<file path="src/lrpf_pkg.sv">
// Shared types and constants for the line raster page frame buffer.
package lrpf_pkg;

    localparam int DEF_WIDTH = 128;
    localparam int DEF_PAGES = 8;

    localparam int XW   = 7;   // column field width
    localparam int YW   = 6;   // row field width
    localparam int PW   = 3;   // page field width
    localparam int DW   = 8;   // stored byte width
    localparam int CW   = 8;   // pixel count width
    localparam int LW   = 7;   // major-axis length width
    localparam int ERRW = 10;  // signed Bresenham error term

    typedef enum logic [1:0] {
        OP_DRAW  = 2'd0,
        OP_READ  = 2'd1,
        OP_CLEAR = 2'd2
    } t_opcode;

    typedef enum logic [2:0] {
        S_CLEAR,
        S_IDLE,
        S_LINE,
        S_DRAIN,
        S_READ,
        S_CAPT,
        S_DONE
    } t_state;

    typedef struct packed {
        logic    load;
        logic    step;
        logic    clr_step;
        logic    rd_capture;
        logic    out_load;
        t_opcode out_sel;
    } t_cmd;

    typedef struct packed {
        logic last_pixel;
        logic clr_last;
    } t_sts;

endpackage

</file>
<file path="src/lrpf_ctrl.sv">
// Controller state machine: sequences clear sweeps, line steps, reads and results.
module lrpf_ctrl
    import lrpf_pkg::*;
(
    input  logic       i_clk,
    input  logic       i_rst_n,
    input  logic       i_in_valid,
    input  logic [1:0] i_opcode,
    output logic       o_in_ready,
    output logic       o_out_valid,
    input  logic       i_out_ready,
    output t_cmd       o_cmd,
    input  t_sts       i_sts
);

    t_state  r_state, n_state;
    t_opcode r_op, n_op;
    logic    r_clr_cmd, n_clr_cmd;
    logic    r_out_valid, n_out_valid;
    t_cmd    cmd;
    logic    in_ready;

    always_ff @(posedge i_clk) begin
        if (!i_rst_n) begin
            r_state     <= S_CLEAR;
            r_op        <= OP_DRAW;
            r_clr_cmd   <= 1'b0;
            r_out_valid <= 1'b0;
        end else begin
            r_state     <= n_state;
            r_op        <= n_op;
            r_clr_cmd   <= n_clr_cmd;
            r_out_valid <= n_out_valid;
        end
    end

    always_comb begin
        n_state     = r_state;
        n_op        = r_op;
        n_clr_cmd   = r_clr_cmd;
        cmd         = '0;
        cmd.out_sel = r_op;
        in_ready    = 1'b0;
        case (r_state)
            S_CLEAR: begin
                cmd.clr_step = 1'b1;
                if (i_sts.clr_last) begin
                    n_state = r_clr_cmd ? S_DONE : S_IDLE;
                end
            end
            S_IDLE: begin
                in_ready = 1'b1;
                if (i_in_valid) begin
                    cmd.load  = 1'b1;
                    n_op      = t_opcode'(i_opcode);
                    n_clr_cmd = 1'b0;
                    case (t_opcode'(i_opcode))
                        OP_DRAW:  n_state = S_LINE;
                        OP_READ:  n_state = S_READ;
                        OP_CLEAR: begin
                            n_state   = S_CLEAR;
                            n_clr_cmd = 1'b1;
                        end
                        default:  n_state = S_DONE;
                    endcase
                end
            end
            S_LINE: begin
                cmd.step = 1'b1;
                if (i_sts.last_pixel) begin
                    n_state = S_DRAIN;
                end
            end
            // let the final read-modify-write retire
            S_DRAIN: n_state = S_DONE;
            S_READ:  n_state = S_CAPT;
            S_CAPT: begin
                cmd.rd_capture = 1'b1;
                n_state        = S_DONE;
            end
            S_DONE: begin
                if (!r_out_valid || i_out_ready) begin
                    cmd.out_load = 1'b1;
                    n_state      = S_IDLE;
                end
            end
            default: n_state = S_IDLE;
        endcase
        n_out_valid = cmd.out_load | (r_out_valid & ~i_out_ready);
    end

    assign o_cmd       = cmd;
    assign o_in_ready  = in_ready;
    assign o_out_valid = r_out_valid;

    a_clear_after_reset: assert property (@(posedge i_clk)
        !i_rst_n |=> r_state == S_CLEAR)
        else $error("clear sweep does not follow reset");

    a_load_slot_free: assert property (@(posedge i_clk) disable iff (!i_rst_n)
        cmd.out_load |-> (!r_out_valid || i_out_ready))
        else $error("result loaded over an untaken result");

    a_drain_after_line: assert property (@(posedge i_clk) disable iff (!i_rst_n)
        (r_state == S_DRAIN) |-> ($past(r_state) == S_LINE))
        else $error("drain entered without a line");

endmodule

</file>
<file path="config.mk">
export PLATFORM = sky130hd
export DESIGN_NAME = lrpf_ctrl
export DESIGN_NICKNAME = d
export VERILOG_FILES = /design/src/lrpf_pkg.sv /design/src/lrpf_ctrl.sv
export SDC_FILE = /design/constraint.sdc
export NUM_CORES = 1
export LEC_CHECK = 0
export BUFFER_PORTS_ARGS = -buffer_cell sky130_fd_sc_hd__clkbuf_2
export CAP_MARGIN = 20
export CORE_AREA = 2 2 39 41
export DETAILED_ROUTE_END_ITERATION = 6
export DIE_AREA = 0 0 41 43
export MAX_ROUTING_LAYER = met4
export PLACE_DENSITY = 0.62
export SLEW_MARGIN = 20
export SYNTH_ARGS = -nofsm -noshare
export SYNTH_HDL_FRONTEND = slang
export SYNTH_SLANG_ARGS = --single-unit
</file>
<file path="constraint.sdc">
create_clock -name i_clk -period 1.7 [get_ports i_clk]
set_clock_uncertainty 0.2 [all_clocks]
set_input_delay 0.17 -clock i_clk [delete_from_list [all_inputs] [get_ports i_clk]]
set_output_delay 0.17 -clock i_clk [all_outputs]
set_load 0.01 [all_outputs]
</file>
==> flow_summary.yaml, run 1 <==
status:
  outcome: "completed"
yosys:
  ys_seq_area_frac: 0.2955
  yosysTopAreaCellShare: 0.2955
  synth_top_flop_cell: "dfxtp_1"
  synth_top_area_cell: "dfxtp_1"
  synthTopCellsByCount: "dfxtp_1, nor2b_1, inv_1, nand2b_1, nor2_1"
  synth_nets: 66
  yosysWarnings: 0
  synthCells: 55
  synth_edf_count: 0
  ys_ff_latch: 7
  synth.most_common_cell: "dfxtp_1"
  syn_avg_cell_area_um2: 8.622
  synth_area_leaders: "dfxtp_1, ha_1, nor2b_1"
  synth-async-reset-ratio: 0
  synth_area_um2: 474.2
  synth_cell_types: 27
floorplanning:
  die-area_um2: 1763
  die_h_um: 43
  die_w_um: 41
  rows: 14
  start_util: 0.3427
  core-area_um2: 1384
  io_pins: 17
clock_network:
  cts.sinks: 7
  clkLatencyLatePin_ns: 0.25
  cts_root_buf: "clkbuf_4"
  post_cts_buffers: 0
  cts_tree: "done"
  cts-htree-levels: 1
  clock_path_buffers: 2
  path_clk_slew_ns: 0.06
  cts-hold-fix-buffers: 0
  cts_buffers: 3
placed_design:
  gp_congestion: 0.6673
  dpl.hpwl_um: 754.2
  placement.io_buffers: 16
  place_area_um2: 548.0
critical_path:
  path_cells: "and4bb_2 -> clkbuf_2"
  cp_slowest_stage_delay_ns: 0.54
  cp.arrival_ns: 1.26
  crit_type: "reg -> out"
  cp-end-kind: "primary output"
  crit_fanout: 11
  slowest_stage: "dfxtp_1"
  crit_required_ns: 1.33
  start_kind: "flop"
power:
  clockPowerShare: 0.230
  seq_power_share: 0.398
  swShare: 0.3792
  p_leak_nw: 0.2444
  combPwrFrac: 0.372
  peakVddDrop_mv: 0.3148
  internal_power_uw: 416.8
  p_sw_uw: 254.6
  powerDensity_nw_per_um2: 1167
drt:
  detail_route.wl_per_cell_um: 11.48
  drt_first_pass_iters: 3
  num_vias: 431
  first_iter_violations: 8
  viasPerCell: 4.954
  remaining_drc_errors: 0
  wl_um: 999
  drtAntennaViolNets: 0
sta:
  relSlewSlack: 0.7531
  rsz0062_at_grt: "false"
  setup_viol: 0
  final-hold-violation-count: 0
  tns_ns: 0
  fmax_mhz: 615.3
  fin_crit_ns: 1.625
  fin_crit_sh: 0.9561
  worst_pin_slew_ns: 0.3699
  finalMaxSlewViolations: 0
grt:
  grt_max_degree: 14
  grt_usage: 0.1339
  grt_pass1_wl_um: 1497
  overflow: 0
  antenna_found_initial: 0
  first_global_vias: 352
layout:
  antennaDiodeCount: 0
  drive_gt1_frac: 0.3099
  area_growth_pct: 21.37
  multi_input_area_um2: 292.8
  n_fill_cell: 147
  fin_nets: 83
  seq_area_um2: 141.4
  finalInstanceArea_um2: 575.6
worst_hold_path:
  hold_path_class: "in -> reg"
run:
  drv_cap: 0
==> routing by layer <==
| layer | routed length [µm] | track usage | vias to the layer above |
|---|---|---|---|
| met4 | 31 | 0.1000 | 0 |
| met1 | 481 | 0.1613 | 201 |
| met3 | 27 | 0.04712 | 2 |
| li1 | - | - | 221 |
| met5 | 0 | - | - |
| met2 | 458 | 0.1750 | 7 |
==> through the flow <==
| step | total power [mW] | utilization | cells | hold slack (ns) | setup slack (ns) |
|---|---|---|---|---|---|
| 2_1_floorplan | 0.4584 | - | 55 | 0.08760 | 0.3924 |
| 3_3_place_gp | 0.5162 | 0.3960 | 83 | 0.2997 | 0.2878 |
| 3_5_place_dp | 0.5189 | 0.3960 | 83 | 0.3019 | 0.2606 |
| 4_1_cts | 0.6736 | 0.4150 | 87 | 0.03237 | 0.03097 |
| 5_1_grt | 0.7192 | 0.4159 | 87 | 0.04194 | 0.01820 |
| 6_report | 0.6714 | 0.4159 | 87 | 0.03045 | 0.07466 |
==> state kept, by name (all words and copies together) (netlist names) <==
signal,count
o_out_valid,1
r_clr_cmd,1
r_op,2
r_state,3
==> kinds of logic after synthesis <==
logic type	after synthesis	synth area share
DFF	7	0.2955
and+or+nand+nor	24	0.3219
muxes	3	0.06333
AOI/OAI and AO/OA	10	0.1531
buffers and inverters	8	0.08705
adders and majority gates	3	0.07916
==> critical path: cells and delay by family (launching register included) <==
kind | cells | cell delay, ns
flops | 1 | 0.54
simple gates | 1 | 0.32
buf+inv | 1 | 0.14
==> timing repair <==
item / in CTS / in global routing
resized for setup: 0 / 2
endpoints found under the setup margin: 0 / 1
endpoints found under the hold margin: 0 / 0
==> path summary, 6_finish.rpt <==
kind,from,to,slack [ns],cells after the start
hold / removal,i_rst_n,r_state[2],0.03,2
hold reg to reg,r_op[1],r_op[1],0.33,2
setup / recovery,r_state[1],o_cmd[6],0.07,2
setup reg to reg,r_state[0],r_op[0],0.28,3
==> power groups by stage <==
stage / Sequential (mW) / Clock [mW] / Combinational (mW)
after global routing: 0.274 / 0.166 / 0.279
after floorplan: 0.218 / 0 / 0.241
after global placement: 0.264 / 0 / 0.252
after CTS: 0.262 / 0.159 / 0.253
final: 0.267 / 0.154 / 0.250
after detailed placement: 0.266 / 0 / 0.253
==> layout by cell type, fill, tap and decap left out, types with 2 or more instances in the layout <==
master,Yosys,final
mux2i_1,3,3
inv_1,4,4
clkbuf_2,0,16
nor2b_1,5,5
ha_1,3,3
nand2b_1,4,4
nor2_1,4,4
clkbuf_4,0,3
dfxtp_1,7,6
nand2_1,2,2
nand3b_1,3,3
==> area by class of cell <==
cell class                 count  area share
clock buffer                   4     0.04565
inverter                       4     0.02609
multi-input combinational     40      0.5087
sequential                     7      0.2457
tap                           16     0.03478
timing repair buffer          16      0.1391
(Power assumes the default switching activity.)
==> run 2: changes to the inputs <==
--- a/config.mk
+++ b/config.mk
@@ -7,11 +7,12 @@
 export LEC_CHECK = 0
 export BUFFER_PORTS_ARGS = -buffer_cell sky130_fd_sc_hd__clkbuf_2
 export CAP_MARGIN = 20
-export CORE_AREA = 2 2 39 41
+export CELL_PAD_IN_SITES_DETAIL_PLACEMENT = 1
+export CELL_PAD_IN_SITES_GLOBAL_PLACEMENT = 1
+export CORE_UTILIZATION = 33
 export DETAILED_ROUTE_END_ITERATION = 6
-export DIE_AREA = 0 0 41 43
 export MAX_ROUTING_LAYER = met4
-export PLACE_DENSITY = 0.62
+export PLACE_DENSITY = 0.75
 export SLEW_MARGIN = 20
 export SYNTH_ARGS = -nofsm -noshare
 export SYNTH_HDL_FRONTEND = slang
==> flow_summary.yaml, run 2 (same netlist as run 1, synthesis figures left out) <==
clock_network:
  cts-htree-levels: 1
  cts_root_buf: "clkbuf_4"
  post_cts_buffers: 0
  clock_path_buffers: 2
  postCtsResizedCells: 0
  cts_tree: "done"
  clkLatencyLatePin_ns: 0.24
  cts.sinks: 7
  cts_buffers: 3
  cts-hold-fix-buffers: 0
  path_clk_slew_ns: 0.05
grt:
  overflow: 0
  grt_max_degree: 14
  first_global_vias: 384
  grt_usage: 0.1597
  antenna_found_initial: 0
  grt_pass1_wl_um: 1593
worst_hold_path:
  min_from: "i_rst_n"
  holdPathEnd: "r_state[2]"
  hold_path_class: "in -> reg"
  whs_path_depth: 2
critical_path:
  slowest_stage: "dfxtp_1"
  start_kind: "flop"
  r2r_end: "r_op[0]"
  worst-path-buf-inv: 1
  crit_fanout: 10
  reg2reg_setup_slack_ns: 0.29
  crit_type: "reg -> out"
  crit_required_ns: 1.33
  r2r_start: "r_state[0]"
  cp.arrival_ns: 1.24
  rr_worst_depth: 3
  cp-end-kind: "primary output"
  path_cells: "and4bb_2 -> clkbuf_2"
  cp_top_family: "flip-flops"
  cp_slowest_stage_delay_ns: 0.48
drt:
  num_vias: 431
  viasPerCell: 5.012
  wl_um: 1036
  detail_route.wl_per_cell_um: 12.05
  drt-met1-wl_um: 524
  drtAntennaViolNets: 0
  top_layer_used: "met3"
  drt_first_pass_iters: 2
  route.met3.wl_um: 19
  remaining_drc_errors: 0
  first_iter_violations: 1
  route.met2.wl_um: 492
layout:
  largest_reg_flops: 3
  top_register: "r_state"
  reg_top3: "r_state (3), r_op (2)"
  mostFrequentLayoutCells: "clkbuf_2, dfxtp_1, nor2b_1"
  final_common_cell: "clkbuf_2"
  area_growth_pct: 21.11
  drive_gt1_frac: 0.3099
  n_fill_cell: 177
  fin_nets: 83
  antennaDiodeCount: 0
floorplanning:
  die-area_um2: 1592
  rows: 13
  core-area_um2: 1318
  io_pins: 17
  start_util: 0.3599
  die_h_um: 39.91
  die_w_um: 39.91
sta:
  fin_crit_sh: 0.9481
  setup_viol: 0
  final-hold-violation-count: 0
  fin_crit_ns: 1.612
  fmax_mhz: 620.4
  relSlewSlack: 0.7686
  setup_ws_ns: 0.08825
  tns_ns: 0
  rsz0062_at_grt: "false"
  worst_pin_slew_ns: 0.3466
  finalMaxSlewViolations: 0
power:
  seq_power_share: 0.398
  peakVddDrop_mv: 0.6498
  internal_power_uw: 416.8
  swShare: 0.3749
  powerDensity_nw_per_um2: 1161
  p_leak_nw: 0.2444
  combPwrFrac: 0.386
  p_sw_uw: 249.9
  clockPowerShare: 0.216
placed_design:
  gp_congestion: 0.7789
  dpl.hpwl_um: 809.5
  post-place-ws_ns: 0.2504
  placement.io_buffers: 16
status:
  outcome: "completed"
run:
  drv_cap: 0
[run 2: stage by stage]
step / std cells / hold WS (ns) / cell area (µm²) / utilization / power, mW
3_5_place_dp: 82 / 0.2983 / 546.8 / 0.4150 / 0.5265
2_1_floorplan: 55 / 0.08760 / 474.2 / - / 0.4584
5_1_grt: 86 / 0.03640 / 574.3 / 0.4359 / 0.7202
6_report: 86 / 0.03450 / 574.3 / 0.4359 / 0.6668
3_3_place_gp: 82 / 0.2858 / 546.8 / 0.4150 / 0.5207
4_1_cts: 86 / 0.03668 / 573.1 / 0.4349 / 0.6775
[run 2: power by group through the flow]
| stage | clock, mW | sequential, mW | combinational, mW |
|---|---|---|---|
| 3_5_place_dp | 0 | 0.268 | 0.258 |
| 4_1_cts | 0.153 | 0.264 | 0.260 |
| 5_1_grt | 0.162 | 0.274 | 0.283 |
| 2_1_floorplan | 0 | 0.218 | 0.241 |
| 6_report | 0.144 | 0.265 | 0.257 |
| 3_3_place_gp | 0 | 0.266 | 0.255 |
[run 2: cell type report]
type                            count  area, µm²  area share
Multi-Input combinational cell     40      292.8      0.5098
Clock buffer                        4      26.28     0.04575
Sequential cell                     7      141.4      0.2462
Tap cell                           15      18.77     0.03268
Timing Repair Buffer               16      80.08      0.1394
Inverter                            4      15.01     0.02614
[run 2: how the worst max path moves through the flow]
stage,endpoint,from,cells past startpoint
3_5_place_dp,r_op[0],r_state[2],3
5_1_grt,o_cmd[6],r_state[0],2
6_report,o_cmd[6],r_state[0],2
2_1_floorplan,r_state[1],r_state[1],4
4_1_cts,o_cmd[6],r_state[2],2
3_3_place_gp,r_state[0],r_state[2],3
[run 2: worst register-to-register path, stage by stage, from the launching register on]
cell and delay (ns):
dfxtp_1 0.48, and4bb_2 0.36, mux2i_1 0.20, nor2b_1 0.06
[run 2: metal layers]
layer / global-route usage / up-vias
met5: - / -
met4: 0.1034 / 0
met3: 0.03409 / 0
met2: 0.2137 / 4
met1: 0.2116 / 201
li1: - / 226
==> run 3: changes to the inputs <==
--- a/config.mk
+++ b/config.mk
@@ -13,6 +13,7 @@
 export DETAILED_ROUTE_END_ITERATION = 6
 export MAX_ROUTING_LAYER = met4
 export PLACE_DENSITY = 0.75
+export RECOVER_POWER = 100
 export SLEW_MARGIN = 20
 export SYNTH_ARGS = -nofsm -noshare
 export SYNTH_HDL_FRONTEND = slang
==> flow_summary.yaml, run 3 (same netlist as run 1, synthesis figures left out) <==
clock_network:
  clock_path_buffers: 2
  post_cts_buffers: 0
  cts.sinks: 7
  path_clk_slew_ns: 0.05
  cts_buffers: 3
  clkLatencyLatePin_ns: 0.24
  cts_root_buf: "clkbuf_4"
  cts_tree: "done"
  cts-htree-levels: 1
run:
  drv_cap: 0
sta:
  relSlewSlack: 0.7686
  tns_ns: 0
  setup_viol: 0
  final-hold-violation-count: 0
  rsz0062_at_grt: "false"
  worst_pin_slew_ns: 0.3466
  fin_crit_sh: 0.9481
  fmax_mhz: 620.4
  finalMaxSlewViolations: 0
  setup_ws_ns: 0.08825
  fin_crit_ns: 1.612
floorplanning:
  core-area_um2: 1318
  die_h_um: 39.91
  io_pins: 17
  die_w_um: 39.91
  start_util: 0.3599
  rows: 13
  die-area_um2: 1592
layout:
  area_growth_pct: 19.26
  finalInstanceArea_um2: 565.5
  reg_top3: "r_state (3), r_op (2)"
  top_register: "r_state"
  antennaDiodeCount: 0
  fin_nets: 83
  final_common_cell: "clkbuf_2"
  mostFrequentLayoutCells: "clkbuf_2, clkbuf_1, dfxtp_1"
  drive_gt1_frac: 0.2113
  largest_reg_flops: 3
power:
  powerDensity_nw_per_um2: 1161
  p_leak_nw: 0.2211
  p_total_uw: 656.4
  peakVddDrop_mv: 0.6459
drt:
  viasPerCell: 5.012
  wl_um: 1044
  drtAntennaViolNets: 0
  drt_first_pass_iters: 2
  first_iter_violations: 1
  num_vias: 431
  remaining_drc_errors: 0
  detail_route.wl_per_cell_um: 12.14
placed_design:
  post-place-ws_ns: 0.2504
  gp_congestion: 0.7789
  placement.io_buffers: 16
  dpl.hpwl_um: 809.5
  place_area_um2: 546.8
critical_path:
  cp.arrival_ns: 1.24
  rr_worst_depth: 3
  start_kind: "flop"
  cp-end-kind: "primary output"
  crit_fanout: 10
  crit_type: "reg -> out"
  crit_required_ns: 1.33
worst_hold_path:
  whs_path_depth: 2
  hold_path_class: "in -> reg"
grt:
  grt_max_degree: 14
  grt_usage: 0.1597
  grt_pass1_wl_um: 1593
  antenna_found_initial: 0
  first_global_vias: 384
  overflow: 0
status:
  outcome: "completed"
[run 3: cell counts in the layout (fill, tap and decap cells not counted)]
No cell type changed its count.
[run 3: layout make-up]
class | count | area [µm²]
fillers | 177 | 752.0
multi-input cells | 40 | 292.8
flip-flops and latches | 7 | 141.4
repair buffers | 16 | 71.32
clock buffers | 4 | 26.28
well taps | 15 | 18.77
inverters | 4 | 15.01
[run 3: timing repair]
| action | 4_1_cts | 5_1_grt |
|---|---|---|
| setup endpoints to repair | 0 | 2 |
| hold buffers | 0 | 0 |
| gates resized for setup | 0 | 2 |
[run 3: stage by stage]
step                      hold WS (ns)  instances    util
after floorplan                0.08760         55       -
after global placement          0.2858         82  0.4150
after detailed placement        0.2983         82  0.4150
after CTS                      0.03668         86  0.4349
after global routing           0.03640         86  0.4293
final                          0.03450         86  0.4293
[run 3: metal layers]
metal	global-route usage	vias to the layer above	wire (µm)
met5	-	-	0
met4	0.1034	0	0
met3	0.03409	0	21
met2	0.2137	4	491
met1	0.2116	201	531
li1	-	226	-
[run 3: worst paths after layout]
check / startpoint / slack (ns) / end
worst max register to register: r_state[0] / 0.29 / r_op[0]
worst min register to register: r_op[1] / 0.32 / r_op[1]
worst max-delay path: r_state[0] / 0.09 / o_cmd[6]
worst min-delay path: i_rst_n / 0.03 / r_state[2]
[run 3: power breakdown]
part	switching, mW	internal (mW)
clock	0.0551	0.0892
combinational	0.129	0.118
sequential	0.0662	0.199
[run 3: critical path, cell delays in order (launching register included)]
cell,delay [ns]
dfxtp_1,0.48
and4bb_2,0.36
clkbuf_2,0.16
